$ cat config.mk
export PLATFORM = sky130hd
export DESIGN_NAME = two_pool_slab_slot_allocator
export DESIGN_NICKNAME = d
export VERILOG_FILES = /design/src/rtl/core/tpsa_pkg.sv /design/src/rtl/core/two_pool_slab_slot_allocator.sv /design/src/rtl/core/tpsa_match.sv /design/src/rtl/core/tpsa_slot_pool.sv
export SDC_FILE = /design/constraint.sdc
export NUM_CORES = 1
export LEC_CHECK = 0
export BUFFER_PORTS_ARGS = -buffer_cell sky130_fd_sc_hd__buf_2
export CAP_MARGIN = 30
export CELL_PAD_IN_SITES_DETAIL_PLACEMENT = 0
export CELL_PAD_IN_SITES_GLOBAL_PLACEMENT = 2
export CORE_UTILIZATION = 34
export DETAILED_ROUTE_END_ITERATION = 8
export GPL_TIMING_DRIVEN = 0
export PLACE_DENSITY_LB_ADDON = 0.1
export SETUP_SLACK_MARGIN = 0.2
export SLEW_MARGIN = 40
export SYNTH_ARGS = -nofsm -noshare
export SYNTH_HDL_FRONTEND = slang
export SYNTH_SLANG_ARGS = --single-unit
$ cat constraint.sdc
create_clock -name aclk -period 6.4 [get_ports aclk]
set_input_delay 1.28 -clock aclk [delete_from_list [all_inputs] [get_ports aclk]]
set_output_delay 1.28 -clock aclk [all_outputs]
set_load 0.05 [all_outputs]
$ cat src/rtl/core/tpsa_pkg.sv
// ----------------------------------------------------------------------------
// tpsa_pkg
// Shared types and codes for the two-pool slab slot allocator.
// ----------------------------------------------------------------------------
package tpsa_pkg;

    // Pool grant index width: 4 bits can number up to 16 slots.
    localparam int SLOT_IDX_W = 4;
    localparam int CFG_DATA_W = 16;
    localparam int CFG_IDX_W  = 2;

    typedef enum logic [3:0] {
        STAT_RX_GRANT  = 4'd0,
        STAT_TX_GRANT  = 4'd1,
        STAT_RX_EXH    = 4'd2,
        STAT_TX_EXH    = 4'd3,
        STAT_HEAP      = 4'd4,
        STAT_ZERO      = 4'd5,
        STAT_FREED     = 4'd6,
        STAT_HEAP_FREE = 4'd7,
        STAT_NULL      = 4'd8
    } status_t;

    typedef enum logic [1:0] {
        TGT_NULL = 2'd0,
        TGT_RX   = 2'd1,
        TGT_TX   = 2'd2,
        TGT_HEAP = 2'd3
    } target_t;

    localparam logic FUNC_ALLOC = 1'b0;
    localparam logic FUNC_FREE  = 1'b1;

    localparam logic [CFG_IDX_W-1:0] CFG_IN_LEN  = 2'd0;
    localparam logic [CFG_IDX_W-1:0] CFG_OUT_LEN = 2'd1;
    localparam logic [CFG_IDX_W-1:0] CFG_MARGIN  = 2'd2;

    localparam logic [15:0] IN_LEN_RST  = 16'd16384;
    localparam logic [15:0] OUT_LEN_RST = 16'd8192;
    localparam logic [11:0] MARGIN_RST  = 12'd256;

    typedef enum logic [2:0] {
        ST_IDLE,
        ST_MUL,
        ST_CHK_RX,
        ST_CHK_TX,
        ST_RESP
    } state_t;

    // Control into one slot pool.
    typedef struct packed {
        logic       take;
        logic       release_en;
        logic [1:0] release_idx;
    } pool_ctrl_t;

    // Status out of one slot pool.
    typedef struct packed {
        logic                  avail;
        logic [SLOT_IDX_W-1:0] grant_idx;
    } pool_stat_t;

endpackage

$ cat src/rtl/core/two_pool_slab_slot_allocator.sv
// ----------------------------------------------------------------------------
// two_pool_slab_slot_allocator
// Slab slot allocator for a receive and a transmit pool with heap fallback.
// ----------------------------------------------------------------------------
//
//  channel   | dir | ports                          | handshake
//  ----------+-----+--------------------------------+------------------------
//  request   | in  | s_func .. s_free_slot          | s_valid / s_ready
//  result    | out | m_status .. m_heap_count       | m_valid / m_ready
//  config    | in  | cfg_index, cfg_wdata           | cfg_wen, no wait
//
//  Allocate beats go from accept to result load through the multiply, rx
//  window check, tx window check and respond steps; an rx window hit skips
//  the tx check. Free beats go straight to the respond step. The sequencer is
//  back in idle after the load, and only there accepts the next beat. The
//  single window compare unit is reused for both pools.
//  Reset (aresetn, synchronous, active low) frees every slot, zeroes the
//  counters and loads the default config.
//  s_ready is high only in idle. The result register frees the sequencer:
//  a new beat is accepted while the last result still waits on m_ready; the
//  respond step stalls only if the result register is still full.
// ----------------------------------------------------------------------------
module two_pool_slab_slot_allocator #(
    parameter int SLOT_COUNT = 3
) (
    input  logic        aclk,
    input  logic        aresetn,

    input  logic        cfg_wen,
    input  logic [1:0]  cfg_index,
    input  logic [15:0] cfg_wdata,

    input  logic        s_valid,
    output logic        s_ready,
    input  logic        s_func,
    input  logic [15:0] s_elem_count,
    input  logic [15:0] s_elem_size,
    input  logic [1:0]  s_free_target,
    input  logic [1:0]  s_free_slot,

    output logic        m_valid,
    input  logic        m_ready,
    output logic [3:0]  m_status,
    output logic [1:0]  m_slot_index,
    output logic [31:0] m_clear_len,
    output logic [31:0] m_rx_hit_count,
    output logic [31:0] m_tx_hit_count,
    output logic [31:0] m_rx_exhausted_count,
    output logic [31:0] m_tx_exhausted_count,
    output logic [31:0] m_heap_count
);

    // Config registers
    logic [15:0] in_len_reg;
    logic [15:0] out_len_reg;
    logic [11:0] margin_reg;

    // Sequencer
    tpsa_pkg::state_t state_reg;
    tpsa_pkg::state_t state_next;

    // Captured request
    logic        func_reg;
    logic [15:0] count_reg;
    logic [15:0] esize_reg;
    logic [1:0]  target_reg;
    logic [1:0]  fslot_reg;

    // Working values
    logic [31:0] size_reg;
    logic        rx_match_reg;
    logic        tx_match_reg;

    // Running counters
    logic [31:0] rx_hits_reg,  rx_hits_next;
    logic [31:0] tx_hits_reg,  tx_hits_next;
    logic [31:0] rx_exh_reg,   rx_exh_next;
    logic [31:0] tx_exh_reg,   tx_exh_next;
    logic [31:0] heap_reg,     heap_next;

    // Result register
    logic        m_valid_reg;
    logic [3:0]  status_reg;
    logic [1:0]  slot_reg;
    logic [31:0] clear_reg;

    // Shared window compare
    logic [15:0] cmp_len;
    logic        cmp_hit;

    // Pools
    tpsa_pkg::pool_ctrl_t rx_ctrl, tx_ctrl;
    tpsa_pkg::pool_stat_t rx_stat, tx_stat;

    // Respond-step decision
    logic                     accept;
    logic                     resp_fire;
    tpsa_pkg::status_t        status_next;
    logic [1:0]               slot_next;
    logic [31:0]              clear_next;
    logic                     fslot_ok;

    assign accept = s_valid && s_ready;

    // ------------------------------------------------------------------
    // Config writes: unknown indexes fall through and are dropped.
    // ------------------------------------------------------------------
    always_ff @(posedge aclk) begin
        if (!aresetn) begin
            in_len_reg  <= tpsa_pkg::IN_LEN_RST;
            out_len_reg <= tpsa_pkg::OUT_LEN_RST;
            margin_reg  <= tpsa_pkg::MARGIN_RST;
        end else if (cfg_wen) begin
            priority case (cfg_index)
                tpsa_pkg::CFG_IN_LEN:  in_len_reg  <= cfg_wdata;
                tpsa_pkg::CFG_OUT_LEN: out_len_reg <= cfg_wdata;
                tpsa_pkg::CFG_MARGIN:  margin_reg  <= cfg_wdata[11:0];
                default: ;
            endcase
        end
    end

    // ------------------------------------------------------------------
    // One compare unit, pointed at rx or tx length by the sequencer.
    // ------------------------------------------------------------------
    assign cmp_len = (state_reg == tpsa_pkg::ST_CHK_TX) ? out_len_reg : in_len_reg;

    tpsa_match u_match (
        .size   (size_reg),
        .len    (cmp_len),
        .margin (margin_reg),
        .hit    (cmp_hit)
    );

    tpsa_slot_pool #(.SLOT_COUNT(SLOT_COUNT)) u_rx_pool (
        .aclk    (aclk),
        .aresetn (aresetn),
        .ctrl    (rx_ctrl),
        .stat    (rx_stat)
    );

    tpsa_slot_pool #(.SLOT_COUNT(SLOT_COUNT)) u_tx_pool (
        .aclk    (aclk),
        .aresetn (aresetn),
        .ctrl    (tx_ctrl),
        .stat    (tx_stat)
    );

    // ------------------------------------------------------------------
    // Next state
    // ------------------------------------------------------------------
    always_comb begin
        state_next = state_reg;
        unique case (state_reg)
            tpsa_pkg::ST_IDLE: begin
                if (accept) begin
                    state_next = (s_func == tpsa_pkg::FUNC_FREE) ? tpsa_pkg::ST_RESP
                                                                 : tpsa_pkg::ST_MUL;
                end
            end
            tpsa_pkg::ST_MUL:    state_next = tpsa_pkg::ST_CHK_RX;
            // rx wins when both windows match, so a hit skips the tx check
            tpsa_pkg::ST_CHK_RX: state_next = cmp_hit ? tpsa_pkg::ST_RESP
                                                      : tpsa_pkg::ST_CHK_TX;
            tpsa_pkg::ST_CHK_TX: state_next = tpsa_pkg::ST_RESP;
            tpsa_pkg::ST_RESP: begin
                if (resp_fire) begin
                    state_next = tpsa_pkg::ST_IDLE;
                end
            end
            default: state_next = tpsa_pkg::ST_IDLE;
        endcase
    end

    // ------------------------------------------------------------------
    // Sequencer outputs and respond decision
    // ------------------------------------------------------------------
    assign fslot_ok = ({3'd0, fslot_reg} < 5'(SLOT_COUNT));

    always_comb begin
        s_ready      = (state_reg == tpsa_pkg::ST_IDLE);
        resp_fire    = (state_reg == tpsa_pkg::ST_RESP) && (!m_valid_reg || m_ready);
        status_next  = tpsa_pkg::STAT_NULL;
        slot_next    = 2'd0;
        clear_next   = 32'd0;
        rx_ctrl      = '0;
        tx_ctrl      = '0;
        rx_hits_next = rx_hits_reg;
        tx_hits_next = tx_hits_reg;
        rx_exh_next  = rx_exh_reg;
        tx_exh_next  = tx_exh_reg;
        heap_next    = heap_reg;

        if (func_reg == tpsa_pkg::FUNC_ALLOC) begin
            priority if (size_reg == 32'd0) begin
                status_next = tpsa_pkg::STAT_ZERO;
            end else if (rx_match_reg) begin
                if (rx_stat.avail) begin
                    status_next  = tpsa_pkg::STAT_RX_GRANT;
                    slot_next    = rx_stat.grant_idx[1:0];
                    clear_next   = size_reg;
                    rx_ctrl.take = resp_fire;
                    rx_hits_next = rx_hits_reg + 32'd1;
                end else begin
                    status_next = tpsa_pkg::STAT_RX_EXH;
                    rx_exh_next = rx_exh_reg + 32'd1;
                end
            end else if (tx_match_reg) begin
                if (tx_stat.avail) begin
                    status_next  = tpsa_pkg::STAT_TX_GRANT;
                    slot_next    = tx_stat.grant_idx[1:0];
                    clear_next   = size_reg;
                    tx_ctrl.take = resp_fire;
                    tx_hits_next = tx_hits_reg + 32'd1;
                end else begin
                    status_next = tpsa_pkg::STAT_TX_EXH;
                    tx_exh_next = tx_exh_reg + 32'd1;
                end
            end else begin
                status_next = tpsa_pkg::STAT_HEAP;
                clear_next  = size_reg;
                heap_next   = heap_reg + 32'd1;
            end
        end else begin
            priority if (target_reg == tpsa_pkg::TGT_NULL) begin
                status_next = tpsa_pkg::STAT_NULL;
            end else if (target_reg == tpsa_pkg::TGT_HEAP || !fslot_ok) begin
                // slot number past the pool is treated as a heap block
                status_next = tpsa_pkg::STAT_HEAP_FREE;
            end else begin
                status_next = tpsa_pkg::STAT_FREED;
                if (target_reg == tpsa_pkg::TGT_RX) begin
                    rx_ctrl.release_en  = resp_fire;
                    rx_ctrl.release_idx = fslot_reg;
                end else begin
                    tx_ctrl.release_en  = resp_fire;
                    tx_ctrl.release_idx = fslot_reg;
                end
            end
        end
    end

    // ------------------------------------------------------------------
    // Datapath registers
    // ------------------------------------------------------------------
    always_ff @(posedge aclk) begin
        if (accept) begin
            func_reg   <= s_func;
            count_reg  <= s_elem_count;
            esize_reg  <= s_elem_size;
            target_reg <= s_free_target;
            fslot_reg  <= s_free_slot;
        end
        // 16x16 always fits in 32 bits, so no saturation is needed
        if (state_reg == tpsa_pkg::ST_MUL) begin
            size_reg <= 32'(count_reg) * 32'(esize_reg);
        end
        if (state_reg == tpsa_pkg::ST_CHK_RX) begin
            rx_match_reg <= cmp_hit;
            tx_match_reg <= 1'b0;
        end
        if (state_reg == tpsa_pkg::ST_CHK_TX) begin
            tx_match_reg <= cmp_hit;
        end
        if (resp_fire) begin
            status_reg <= status_next;
            slot_reg   <= slot_next;
            clear_reg  <= clear_next;
        end
    end

    always_ff @(posedge aclk) begin
        if (!aresetn) begin
            state_reg   <= tpsa_pkg::ST_IDLE;
            m_valid_reg <= 1'b0;
            rx_hits_reg <= '0;
            tx_hits_reg <= '0;
            rx_exh_reg  <= '0;
            tx_exh_reg  <= '0;
            heap_reg    <= '0;
        end else begin
            state_reg <= state_next;
            if (resp_fire) begin
                m_valid_reg <= 1'b1;
                rx_hits_reg <= rx_hits_next;
                tx_hits_reg <= tx_hits_next;
                rx_exh_reg  <= rx_exh_next;
                tx_exh_reg  <= tx_exh_next;
                heap_reg    <= heap_next;
            end else if (m_ready) begin
                m_valid_reg <= 1'b0;
            end
        end
    end

    // Counter fields always show the post-update values, which the counter
    // registers hold until the next respond step.
    assign m_valid              = m_valid_reg;
    assign m_status             = status_reg;
    assign m_slot_index         = slot_reg;
    assign m_clear_len          = clear_reg;
    assign m_rx_hit_count       = rx_hits_reg;
    assign m_tx_hit_count       = tx_hits_reg;
    assign m_rx_exhausted_count = rx_exh_reg;
    assign m_tx_exhausted_count = tx_exh_reg;
    assign m_heap_count         = heap_reg;

endmodule

$ cat src/rtl/core/tpsa_match.sv
// ----------------------------------------------------------------------------
// tpsa_match
// Shared window compare: len < size <= len + margin.
// ----------------------------------------------------------------------------
module tpsa_match (
    input  logic [31:0] size,
    input  logic [15:0] len,
    input  logic [11:0] margin,
    output logic        hit
);

    logic [32:0] diff;

    // diff = size - len - 1; no borrow means size > len, and then
    // size <= len + margin is the same as diff < margin.
    assign diff = {1'b0, size} - {17'd0, len} - 33'd1;
    assign hit  = !diff[32] && (diff[31:0] < {20'd0, margin});

endmodule

$ cat src/rtl/core/tpsa_slot_pool.sv
// ----------------------------------------------------------------------------
// tpsa_slot_pool
// Busy bits of one slot pool with a lowest-free-slot finder.
// ----------------------------------------------------------------------------
module tpsa_slot_pool #(
    parameter int SLOT_COUNT = 3
) (
    input  logic                 aclk,
    input  logic                 aresetn,
    input  tpsa_pkg::pool_ctrl_t ctrl,
    output tpsa_pkg::pool_stat_t stat
);

    logic [SLOT_COUNT-1:0] busy_reg;
    logic [SLOT_COUNT-1:0] busy_next;

    always_comb begin
        stat.avail     = 1'b0;
        stat.grant_idx = '0;
        // walk down so the lowest free slot wins
        for (int i = SLOT_COUNT - 1; i >= 0; i--) begin
            if (!busy_reg[i]) begin
                stat.avail     = 1'b1;
                stat.grant_idx = tpsa_pkg::SLOT_IDX_W'(i);
            end
        end
    end

    always_comb begin
        busy_next = busy_reg;
        for (int i = 0; i < SLOT_COUNT; i++) begin
            if (ctrl.take && stat.avail && (stat.grant_idx == tpsa_pkg::SLOT_IDX_W'(i))) begin
                busy_next[i] = 1'b1;
            end
            if (ctrl.release_en && (int'(ctrl.release_idx) == i)) begin
                busy_next[i] = 1'b0;
            end
        end
    end

    always_ff @(posedge aclk) begin
        if (!aresetn) begin
            busy_reg <= '0;
        end else begin
            busy_reg <= busy_next;
        end
    end

endmodule

==> impl_results.md, run 1 <==
* Number of synthesized register bits at around 320
* Skew final at between 0.015 and 0.02 ns
* Antenna violations before repair at 2
* P_int at 9.424 mW
* Hold_ws at 0.4641 ns
* Hold path depth at 2
* Final number of hold-violating endpoints at 0
* Status: finished clean
* Level count of the clock H-tree at 2
* Via count normalized by instance count at 4.868
* Num CTS Buffers at 43
* Total number of yosys warnings at 0
* Layout Area Growth over Synthesis at 21.16%
* Fmax achieved at ~160 MHz
* Die Footprint at 69780 µm²
* Arrival @ worst endpoint at 6.39 ns
* Congestion Overflow GR at 0
* Total power draw at ~17 mW
* Max-cap check violation count at 0
* Critical path data required time at 6.71 ns
* Post-layout minimum cycle time at roughly 6.1 ns
* 1st-iter DRT viols at 821
* Commonest cells post-synth: sky130_fd_sc_hd__nand2_1, sky130_fd_sc_hd__and2_1, sky130_fd_sc_hd__inv_1, sky130_fd_sc_hd__dfxtp_1, sky130_fd_sc_hd__fa_1
* Startpoint of the most critical register-to-register path: esize_reg[6]$_DFFE_PP_
* Static leakage at 12.54 nW
* Wire length on met3 at roughly 3.0 mm
* I/O pin count at 260
* Worst slack at placement at -0.8972 ns
* RSZ-0062 raised after global routing: yes
* Distinct cell type count of the synthesized netlist at just under 80
* Pin count of the biggest net entering global routing at 40
* Summed area of non-filler cells in the final layout at 28310 µm²
* Net Count, Synth at approximately 2900
* Async SR Flop Fraction at 0%
* Post-synthesis sequential area ratio at 32.34%
* Drt pass-1 iters at 5
* Clock sink count at 323
* Switching Share at a little over two fifths
* Mean instance size in the synthesized netlist at ~9.5 µm²
* Number of placement rows at 95
* Clock power frac at between 10 and 15%
* Slew Viols, Final at 0
* Post-synthesis instance total at 2470
* Effective utilization at floorplan at about 35%
* Placeable core area at 67630 µm²
* Number of enable flip-flop cells after synthesis at 109
* Smallest setup slack after layout at 0.3242 ns
* Clk Tree Root Cell: sky130_fd_sc_hd__clkbuf_16
* Top area cells in the synthesized netlist: sky130_fd_sc_hd__dfxtp_1, sky130_fd_sc_hd__fa_1, sky130_fd_sc_hd__edfxtp_1
* Worst hold path type: flip-flop to flip-flop
* Uppermost layer routed: met5
* Length of routed wiring on met1 at about 32 mm
* Gr usage total at between 20% and 30%
* Tcrit/Tclk final at between 90 and 100%
* Max transition margin at a little under half
* Drt total wl at about 71 mm
* Switching power at a little over 7 mW
* Worst-skew pair later-pin latency at 0.57 ns
* Most frequently used cell type in the post-synthesis netlist: sky130_fd_sc_hd__nand2_1
* WS Path Type: flip-flop to flip-flop
* DRT antenna net count at 0
* Fillcell total at 6835
* Worst-margin pin slew at 0.8134 ns
* Max rail drop VDD at 0.9493 mV
* Critical Path Source: esize_reg[6]$_DFFE_PP_
* Number of setup violations in the final report at 0
* Worst Min Path Start: out_len_reg[5]$_SDFFE_PN0P_
* R2r worst-path depth at 23
* First-pass GRT wire length at 108.8 mm
* CP startpoint kind: flip-flop
* Top_reg_cell synth: sky130_fd_sc_hd__dfxtp_1
* Vias after detailed routing at 18260
* IO buf count at 258
* Utilization after layout at 41.86%
* Longest Clk Path Bufs at 3
* Combinational Power Share at 68.5%
* Post-Synthesis Cell Area at 23370 µm²
* Pwr per Cell Area at 585.7 nW/µm²
* Clock edge transition at the registers on the reported setup and hold paths at 0.05 ns
* Synth area leader: sky130_fd_sc_hd__dfxtp_1
* Detailed placement HPWL at 54.57 mm
* Met2 WL at 34.22 mm
* Routability congestion estimate at 0.8480
* Number of nets in the finished design at 3236
* Number of design rule violations left after detail routing at 0
* Hold buffer count at CTS at 0
* Endpoint kind of the worst setup timing path: flip-flop
* CP Max Fanout at 6
* Flop pwr share at 17.2%
* Layout cell share with drive strength beyond 1 at 18.56%
* Vertical die dimension at 264.2 µm
* Average wire per cell in the routed design at around 19 µm
* Number of global-route vias before repair at ~18000
* Cell Area, Placed at 25820 µm²
* Clock tree from TritonCTS: done
* Die width at between 200 and 300 µm
* Proportion of netlist area held by the largest area contributor at 18.33%
-- per-layer routing --
metal	GRT usage, %	vias up
met5	0	-
met3	3.309	101
met4	5.610	2
met1	26.95	8981
met2	34.15	356
li1	-	8821
-- cell families (layout without fill, tap and decap cells) --
logic type / Yosys count / count (layout) / synth area share, %
fa+ha+maj: 331 / 331 / 23.99
xor+xnor: 179 / 179 / 6.709
flops: 323 / 323 / 32.34
buf+inv: 367 / 774 / 5.992
compound gates: 243 / 243 / 7.132
simple gates: 998 / 998 / 22.59
mux: 29 / 29 / 1.248
other cells: 0 / 1 / 0
-- layout make-up --
class	count	area, µm²	share of cell area, %
buffer	91	623.1	2.201
tap	873	1092	3.858
multi-input combinational	1780	14750	52.11
clock buffer	60	1232	4.353
clock inverter	17	147.6	0.5215
timing repair buffer	330	1866	6.589
sequential	323	7557	26.69
inverter	276	1039	3.668
antenna	1	2.502	0.008839
-- power by group through the flow --
stage,logic (mW),clock network (mW),registers [mW]
5_1_grt,12.7,2.54,2.87
4_1_cts,10.3,2.47,2.85
6_report,11.4,2.38,2.85
3_3_place_gp,8.96,0,2.93
2_1_floorplan,6.71,0,2.87
3_5_place_dp,8.95,0,2.92
-- through the flow --
stage	instances	setup TNS, ns
global route	3750	0
CTS	3733	0
detailed placement	3606	-7.091
global placement	3601	-6.879
finish	3751	0
floorplan	2470	0
-- worst max-delay path: stages, from the launching register on --
cell                       delay (ns)
sky130_fd_sc_hd__edfxtp_1        0.45
sky130_fd_sc_hd__buf_6           0.17
sky130_fd_sc_hd__and2_1          0.17
sky130_fd_sc_hd__fa_1            0.53
sky130_fd_sc_hd__inv_1           0.05
sky130_fd_sc_hd__fa_1            0.46
sky130_fd_sc_hd__fa_1            0.51
sky130_fd_sc_hd__inv_1           0.05
sky130_fd_sc_hd__fa_1            0.51
sky130_fd_sc_hd__fa_1            0.55
sky130_fd_sc_hd__inv_1           0.06
sky130_fd_sc_hd__fa_1            0.40
sky130_fd_sc_hd__inv_1           0.11
sky130_fd_sc_hd__ha_4            0.21
sky130_fd_sc_hd__buf_8           0.12
sky130_fd_sc_hd__a21oi_2         0.11
sky130_fd_sc_hd__nor2_1          0.06
sky130_fd_sc_hd__a41oi_2         0.23
sky130_fd_sc_hd__a31oi_4         0.14
sky130_fd_sc_hd__o41ai_4         0.35
sky130_fd_sc_hd__o211ai_1        0.12
sky130_fd_sc_hd__a21o_1          0.21
sky130_fd_sc_hd__a21oi_2         0.14
sky130_fd_sc_hd__xnor2_1         0.09
-- worst paths after layout --
kind	endpoint	slack (ns)
max	size_reg[31]$_DFFE_PP_	0.32
min	out_len_reg[5]$_SDFFE_PN0P_	0.46
max reg2reg	size_reg[31]$_DFFE_PP_	0.32
min reg2reg	out_len_reg[5]$_SDFFE_PN0P_	0.46
-- timing repair --
item                                    4_1_cts  5_1_grt
gates resized for setup                     110       74
cloned                                        0        0
setup buffers                                50       17
endpoints found under the setup margin       19       14
pin swaps                                    18       55
-- cells in the final DEF, fill, tap and decap left out, types with 17 or more instances in the layout --
cell                        synthesis  final
sky130_fd_sc_hd__a21boi_0          56     54
sky130_fd_sc_hd__a21o_1            22     22
sky130_fd_sc_hd__a21oi_1           54     44
sky130_fd_sc_hd__and2_1           289    285
sky130_fd_sc_hd__and3_1            39     38
sky130_fd_sc_hd__buf_2              6    267
sky130_fd_sc_hd__buf_4              2     70
sky130_fd_sc_hd__clkbuf_1          81     54
sky130_fd_sc_hd__clkbuf_16          0     45
sky130_fd_sc_hd__dfxtp_1          214    214
sky130_fd_sc_hd__edfxtp_1         109    109
sky130_fd_sc_hd__fa_1             195    191
sky130_fd_sc_hd__ha_1             136    125
sky130_fd_sc_hd__inv_1            276    269
sky130_fd_sc_hd__mux2i_1           28     28
sky130_fd_sc_hd__nand2_1          347    346
sky130_fd_sc_hd__nand2b_1          19     19
sky130_fd_sc_hd__nand3_1           80     79
sky130_fd_sc_hd__nand4_1           35     35
sky130_fd_sc_hd__nor2_1            61     59
sky130_fd_sc_hd__nor2b_1           18     17
sky130_fd_sc_hd__nor3_1            29     24
sky130_fd_sc_hd__o21ai_0           40     35
sky130_fd_sc_hd__xnor2_1          143    143
sky130_fd_sc_hd__xor2_1            36     36
Power figures use the tool's default switching activity.
==> run 2, diff against run 1 <==
Settings changed: CTS_CLUSTER_SIZE from default to 16, SYNTH_HIERARCHICAL from default to 1.
==> impl_results.md, run 2 <==
* Effective utilization at floorplan at 34.58%
* Drt total wl at slightly above 70 mm
* R2r worst-path depth at 22
* First-pass GRT wire length at 109.7 mm
* Arrival @ worst endpoint at 6.57 ns
* Cell Area, Placed at 26420 µm²
* Max-cap check violation count at 0
* Tcrit/Tclk final at 95.67%
* Critical path data required time at 6.84 ns
* Hold path depth at 2
* Vertical die dimension at 267.0 µm
* Fillcell total at 6945
* I/O pin count at 260
* Clock tree from TritonCTS: done
* Startpoint of the most critical register-to-register path: esize_reg[4]$_DFFE_PP_
* Post-synthesis instance total at 2547
* IO buf count at 259
* Fmax achieved at 163.3 MHz
* Level count of the clock H-tree at 2
* Via count normalized by instance count at 4.818
* CP Max Fanout at 8
* Mean instance size in the synthesized netlist at between 9 and 10 µm²
* Number of nets in the finished design at 3307
* Library cell appearing most often on the critical path: sky130_fd_sc_hd__fa_1
* Endpoint of the worst hold-timing path: out_len_reg[1]$_SDFFE_PN0P_
* Crit path largest cell delay at 0.59 ns
* RSZ-0062 raised after global routing: yes
* Summed area of non-filler cells in the final layout at 28720 µm²
* Longest Clk Path Bufs at 3
* Pwr per Cell Area at 641.7 nW/µm²
* Worst Min Path Start: out_len_reg[1]$_SDFFE_PN0P_
* Worst-skew pair later-pin latency at 0.57 ns
* Total number of yosys warnings at 6
* Num CTS Buffers at 41
* CP startpoint kind: flip-flop
* Layout Area Growth over Synthesis at 20.25%
* Status: finished clean
* Detailed placement HPWL at 55.75 mm
* Number of setup violations in the final report at 0
* Post-Synthesis Cell Area at 23880 µm²
* Worst-path cell with the longest stage delay: sky130_fd_sc_hd__fa_1
* Max transition margin at 44.48%
* Static leakage at 12.56 nW
* Average wire per cell in the routed design at 18.23 µm
* Layout cell share with drive strength beyond 1 at 18.75%
* WS Path Type: flip-flop to flip-flop
* 1st-iter DRT viols at slightly below 900
* Endpoint kind of the worst setup timing path: flip-flop
* Commonest cells after routing, fill and taps aside: sky130_fd_sc_hd__nand2_1, sky130_fd_sc_hd__inv_1, sky130_fd_sc_hd__buf_2
* Die width at 267.0 µm
* Skew final at approximately 0.011 ns
* Routability congestion estimate at 0.8800
* Final number of hold-violating endpoints at 0
* Reg-to-reg endpoint: size_reg[29]$_DFFE_PP_
* Clk Tree Root Cell: sky130_fd_sc_hd__clkbuf_16
* Clock edge transition at the registers on the reported setup and hold paths at 0.06 ns
* Most frequent standard cell in the layout excluding fill and tap cells: sky130_fd_sc_hd__nand2_1
* Die Footprint at 71310 µm²
* Reg-to-reg setup timing slack at 0.28 ns
* Drt pass-1 iters at 5
* Post-layout minimum cycle time at 6.123 ns
* DRT antenna net count at 0
* Worst hold path type: flip-flop to flip-flop
* Antenna violations before repair at 1
* Vias after detailed routing at about 19000
* Net Count, Synth at 2938
* Pin count of the biggest net entering global routing at 44
* Number of design rule violations left after detail routing at 0
* Congestion Overflow GR at 0
* Number of global-route vias before repair at 19030
* Slew Viols, Final at 0
* Placeable core area at between 60000 and 70000 µm²
* Gr usage total at 20.00%
* Clock sink count at 323
* Cell-by-cell trace of the critical path: buf_8 -> and2_4 -> fa_1 -> inv_2 -> fa_1 -> fa_1 -> inv_1 -> fa_1 -> fa_1 -> inv_1 -> fa_1 -> inv_2 -> ha_4 -> a21o_1 -> a21o_1 -> a21oi_2 -> o21ai_1 -> a41o_2 -> buf_4 -> a31o_4 -> a211o_1 -> nand3_1
* Aggregate negative setup slack at 0 ns
* Worst-margin pin slew at 0.8265 ns
* Hold buffer count at CTS at 0
* Max rail drop VDD at 0.7460 mV
* Number of placement rows at 96
[run 2: layout make-up]
class                      instances  area, µm²  share of cell area, %
buffer                            95      551.8                  1.921
timing repair buffer             326       1878                  6.539
tap                              931       1165                  4.056
inverter                         319       1202                  4.187
clock inverter                    10      83.83                 0.2919
clock buffer                      66       1252                  4.361
sequential                       323       7559                  26.32
multi-input combinational       1810      15020                  52.31
antenna                            2      5.005                0.01743
[run 2: what timing repair did]
item	4_1_cts	5_1_grt
setup endpoints to repair	21	18
resized for setup	88	72
setup buffers	46	18
pin swaps	26	54
[run 2: where the power goes]
group | switching (mW) | internal, mW
Combinational | 6.97 | 6.24
Clock | 0.933 | 1.35
Sequential | 0.194 | 2.75
[run 2: per-layer routing]
metal | GRT usage, % | share of wire [%] | wire [µm]
met5 | 0 | 0 | 0
met3 | 2.703 | 3.8 | 2669
met1 | 24.35 | 43 | 30370
met4 | 9.584 | 4.6 | 3274
met2 | 34.71 | 49 | 34440
[run 2: worst max-delay path: cells and delay by family, from the launching register on]
kind,cells,cell delay [ns]
flip-flops,1,0.50
buffers and inverters,6,0.55
AND/OR/NAND/NOR,2,0.19
AO/OA/AOI/OAI,7,1.37
adder cells (fa/ha/maj),7,3.39
[run 2: how the worst max path moves through the flow]
stage,startpoint,slack (ns),endpoint,cells past startpoint
final,esize_reg[4]$_DFFE_PP_,0.28,size_reg[29]$_DFFE_PP_,22
after global routing,esize_reg[5]$_DFFE_PP_,0.13,size_reg[31]$_DFFE_PP_,22
after CTS,count_reg[2]$_DFFE_PP_,0.20,size_reg[30]$_DFFE_PP_,19
after detailed placement,count_reg[11]$_DFFE_PP_,-0.69,size_reg[23]$_DFFE_PP_,20
after global placement,count_reg[11]$_DFFE_PP_,-0.73,size_reg[25]$_DFFE_PP_,20
after floorplan,esize_reg[7]$_DFFE_PP_,0.22,size_reg[27]$_DFFE_PP_,22
[run 2: through the flow]
step / worst slack (ns) / util (%) / std cells / hold WS (ns) / power [mW]
3_3_place_gp: -0.7254 / 38.14 / 3737 / 0.4487 / 12.94
3_5_place_dp: -0.6867 / 38.26 / 3740 / 0.4559 / 12.93
4_1_cts: 0.2000 / 41.10 / 3862 / 0.4662 / 16.99
5_1_grt: 0.1264 / 41.58 / 3881 / 0.4851 / 20.23
6_report: 0.2768 / 41.58 / 3882 / 0.4625 / 18.43
2_1_floorplan: 0.2166 / - / 2547 / 0.4349 / 10.61
==> run 3, diff against run 2 <==
Settings changed: CORE_UTILIZATION 34 to 35, CTS_BUF_LIST from default to sky130_fd_sc_hd__clkbuf_4 sky130_fd_sc_hd__clkbuf_8.
==> impl_results.md, run 3 (same netlist as run 2, synthesis figures left out) <==
* CP startpoint kind: flip-flop
* Number of design rule violations left after detail routing at 0
* IO buf count at 259
* Smallest setup slack after layout at 0.3572 ns
* Worst slack at placement at -0.7074 ns
* Clock tree from TritonCTS: done
* Status: finished clean
* Placeable core area at 67400 µm²
* Number of nets in the finished design at 3320
* Wire length on met3 at 2.654 mm
* Pin count of the biggest net entering global routing at 44
* Antenna violations before repair at 2
* Average wire per cell in the routed design at 18.38 µm
* Static leakage at 12.59 nW
* Layout cell share with drive strength beyond 1 at 19.89%
* DRT antenna net count at 0
* Slew Viols, Final at 0
* Number of setup violations in the final report at 0
* Detailed placement HPWL at 55.52 mm
* Longest Clk Path Bufs at 3
* Effective utilization at floorplan at 35.44%
* Hold_ws at 0.4627 ns
* Fmax achieved at 165.5 MHz
* Most frequent standard cell in the layout excluding fill and tap cells: sky130_fd_sc_hd__nand2_1
* Skew final at 0.02483 ns
* Endpoint kind of the worst setup timing path: flip-flop
* Worst hold path type: flip-flop to flip-flop
* I/O pin count at 260
* Level count of the clock H-tree at 2
* Arrival @ worst endpoint at between 6 and 7 ns
* Num CTS Buffers at 57
* Via count normalized by instance count at 4.842
* Tcrit/Tclk final at 94.42%
* Total power draw at 17.53 mW
* Max transition margin at 43.07%
* Clk Tree Root Cell: sky130_fd_sc_hd__clkbuf_8
* Worst-skew pair later-pin latency at 0.67 ns
* Pwr per Cell Area at 613.0 nW/µm²
* Vertical die dimension at 263.2 µm
* Aggregate negative setup slack at 0 ns
* CP Max Fanout at 10
* Critical path data required time at approximately 6.8 ns
* 1st-iter DRT viols at 966
* Layout Area Growth over Synthesis at 19.73%
* Post-layout minimum cycle time at 6.043 ns
* Number of global-route vias before repair at 19190
* Die Footprint at between 60000 and 70000 µm²
* RSZ-0062 raised after global routing: yes
* Gr usage total at between 20% and 30%
* Clock edge transition at the registers on the reported setup and hold paths at 0.06 ns
* Die width at 263.2 µm
* Drt total wl at 70.80 mm
* Met2 WL at ~35 mm
* First-pass GRT wire length at about 110 mm
* Length of routed wiring on met1 at 30.37 mm
* Commonest cells after routing, fill and taps aside: sky130_fd_sc_hd__nand2_1, sky130_fd_sc_hd__inv_1, sky130_fd_sc_hd__buf_2
* Vias after detailed routing at approximately 19000
* Number of placement rows at 95
* WS Path Type: flip-flop to flip-flop
* Uppermost layer routed: met5
* Hold buffer count at CTS at 0
* Congestion Overflow GR at 0
* Fillcell total at 6786
* Max-cap check violation count at 0
* Max rail drop VDD at 0.7578 mV
* Utilization after layout at 42.43%
* Final number of hold-violating endpoints at 0
* Drt pass-1 iters at 5
* Routability congestion estimate at around 0.9
* Worst-margin pin slew at approximately 0.85 ns
* Clock sink count at 323
[run 3: cell types whose count changed in the layout (fill, tap and decap cells not counted), sizes merged]
cell / delta
bufinv: +3
buf: -1
clkinv: +13
inv: -1
clkinvlp: -1
clkbuf: +15
[run 3: per-layer routing]
metal	up-vias	track usage, %
met2	344	35.81
met3	139	3.283
li1	9177	-
met4	2	9.120
met5	-	0
met1	8990	24.36
[run 3: final cells by class]
| class | instances | area, µm² | area share [%] |
|---|---|---|---|
| multi-input combinational | 1810 | 15030 | 52.56 |
| sequential | 323 | 7559 | 26.43 |
| timing repair buffer | 324 | 1856 | 6.489 |
| inverter | 319 | 1202 | 4.205 |
| tap | 873 | 1092 | 3.820 |
| clock buffer | 83 | 1074 | 3.754 |
| buffer | 94 | 574.3 | 2.008 |
| clock inverter | 24 | 205.2 | 0.7176 |
| antenna | 2 | 5.005 | 0.01750 |
[run 3: per-stage QoR]
step	cell area, µm²	std cells
after floorplan	23880	2547
after CTS	28220	3834
after global routing	28590	3852
final	28590	3852
after detailed placement	26330	3681
after global placement	26270	3679
[run 3: path summary, 6_finish.rpt]
kind	startpoint	to	slack [ns]	cells after the start
worst max-delay path	esize_reg[5]$_DFFE_PP_	size_reg[17]$_DFFE_PP_	0.36	26
worst min-delay path	in_len_reg[5]$_SDFFE_PN0P_	in_len_reg[5]$_SDFFE_PN0P_	0.46	2
worst max register to register	esize_reg[5]$_DFFE_PP_	size_reg[17]$_DFFE_PP_	0.36	26
worst min register to register	in_len_reg[5]$_SDFFE_PN0P_	in_len_reg[5]$_SDFFE_PN0P_	0.46	2
[run 3: timing repair]
action                                  4_1_cts  5_1_grt
pin swaps                                    12       51
resized for setup                            80       99
setup buffers                                46       17
gates cloned                                  0        0
endpoints found under the setup margin       21       18
[run 3: power breakdown]
group	leakage [nW]	internal, mW	switching, mW
Clock	0.676	1.20	0.924
Combinational	9.17	5.69	6.78
Sequential	2.74	2.75	0.186
Total	12.6	9.64	7.89
[run 3: worst max-delay path: stages (launching register included)]
cell and delay [ns]:
sky130_fd_sc_hd__edfxtp_1 0.47, sky130_fd_sc_hd__clkbuf_8 0.21, sky130_fd_sc_hd__and2_1 0.16, sky130_fd_sc_hd__fa_1 0.52, sky130_fd_sc_hd__inv_2 0.04, sky130_fd_sc_hd__fa_1 0.49, sky130_fd_sc_hd__fa_1 0.58, sky130_fd_sc_hd__inv_2 0.05
sky130_fd_sc_hd__fa_1 0.45, sky130_fd_sc_hd__fa_1 0.49, sky130_fd_sc_hd__inv_1 0.05, sky130_fd_sc_hd__fa_1 0.51, sky130_fd_sc_hd__inv_2 0.05, sky130_fd_sc_hd__ha_4 0.23, sky130_fd_sc_hd__a21o_1 0.15, sky130_fd_sc_hd__a21o_1 0.17
sky130_fd_sc_hd__a21oi_2 0.16, sky130_fd_sc_hd__buf_4 0.13, sky130_fd_sc_hd__buf_4 0.10, sky130_fd_sc_hd__buf_4 0.10, sky130_fd_sc_hd__buf_4 0.09, sky130_fd_sc_hd__buf_4 0.09, sky130_fd_sc_hd__buf_4 0.09, sky130_fd_sc_hd__buf_4 0.09
sky130_fd_sc_hd__buf_6 0.09, sky130_fd_sc_hd__o31ai_4 0.06, sky130_fd_sc_hd__xor2_1 0.17
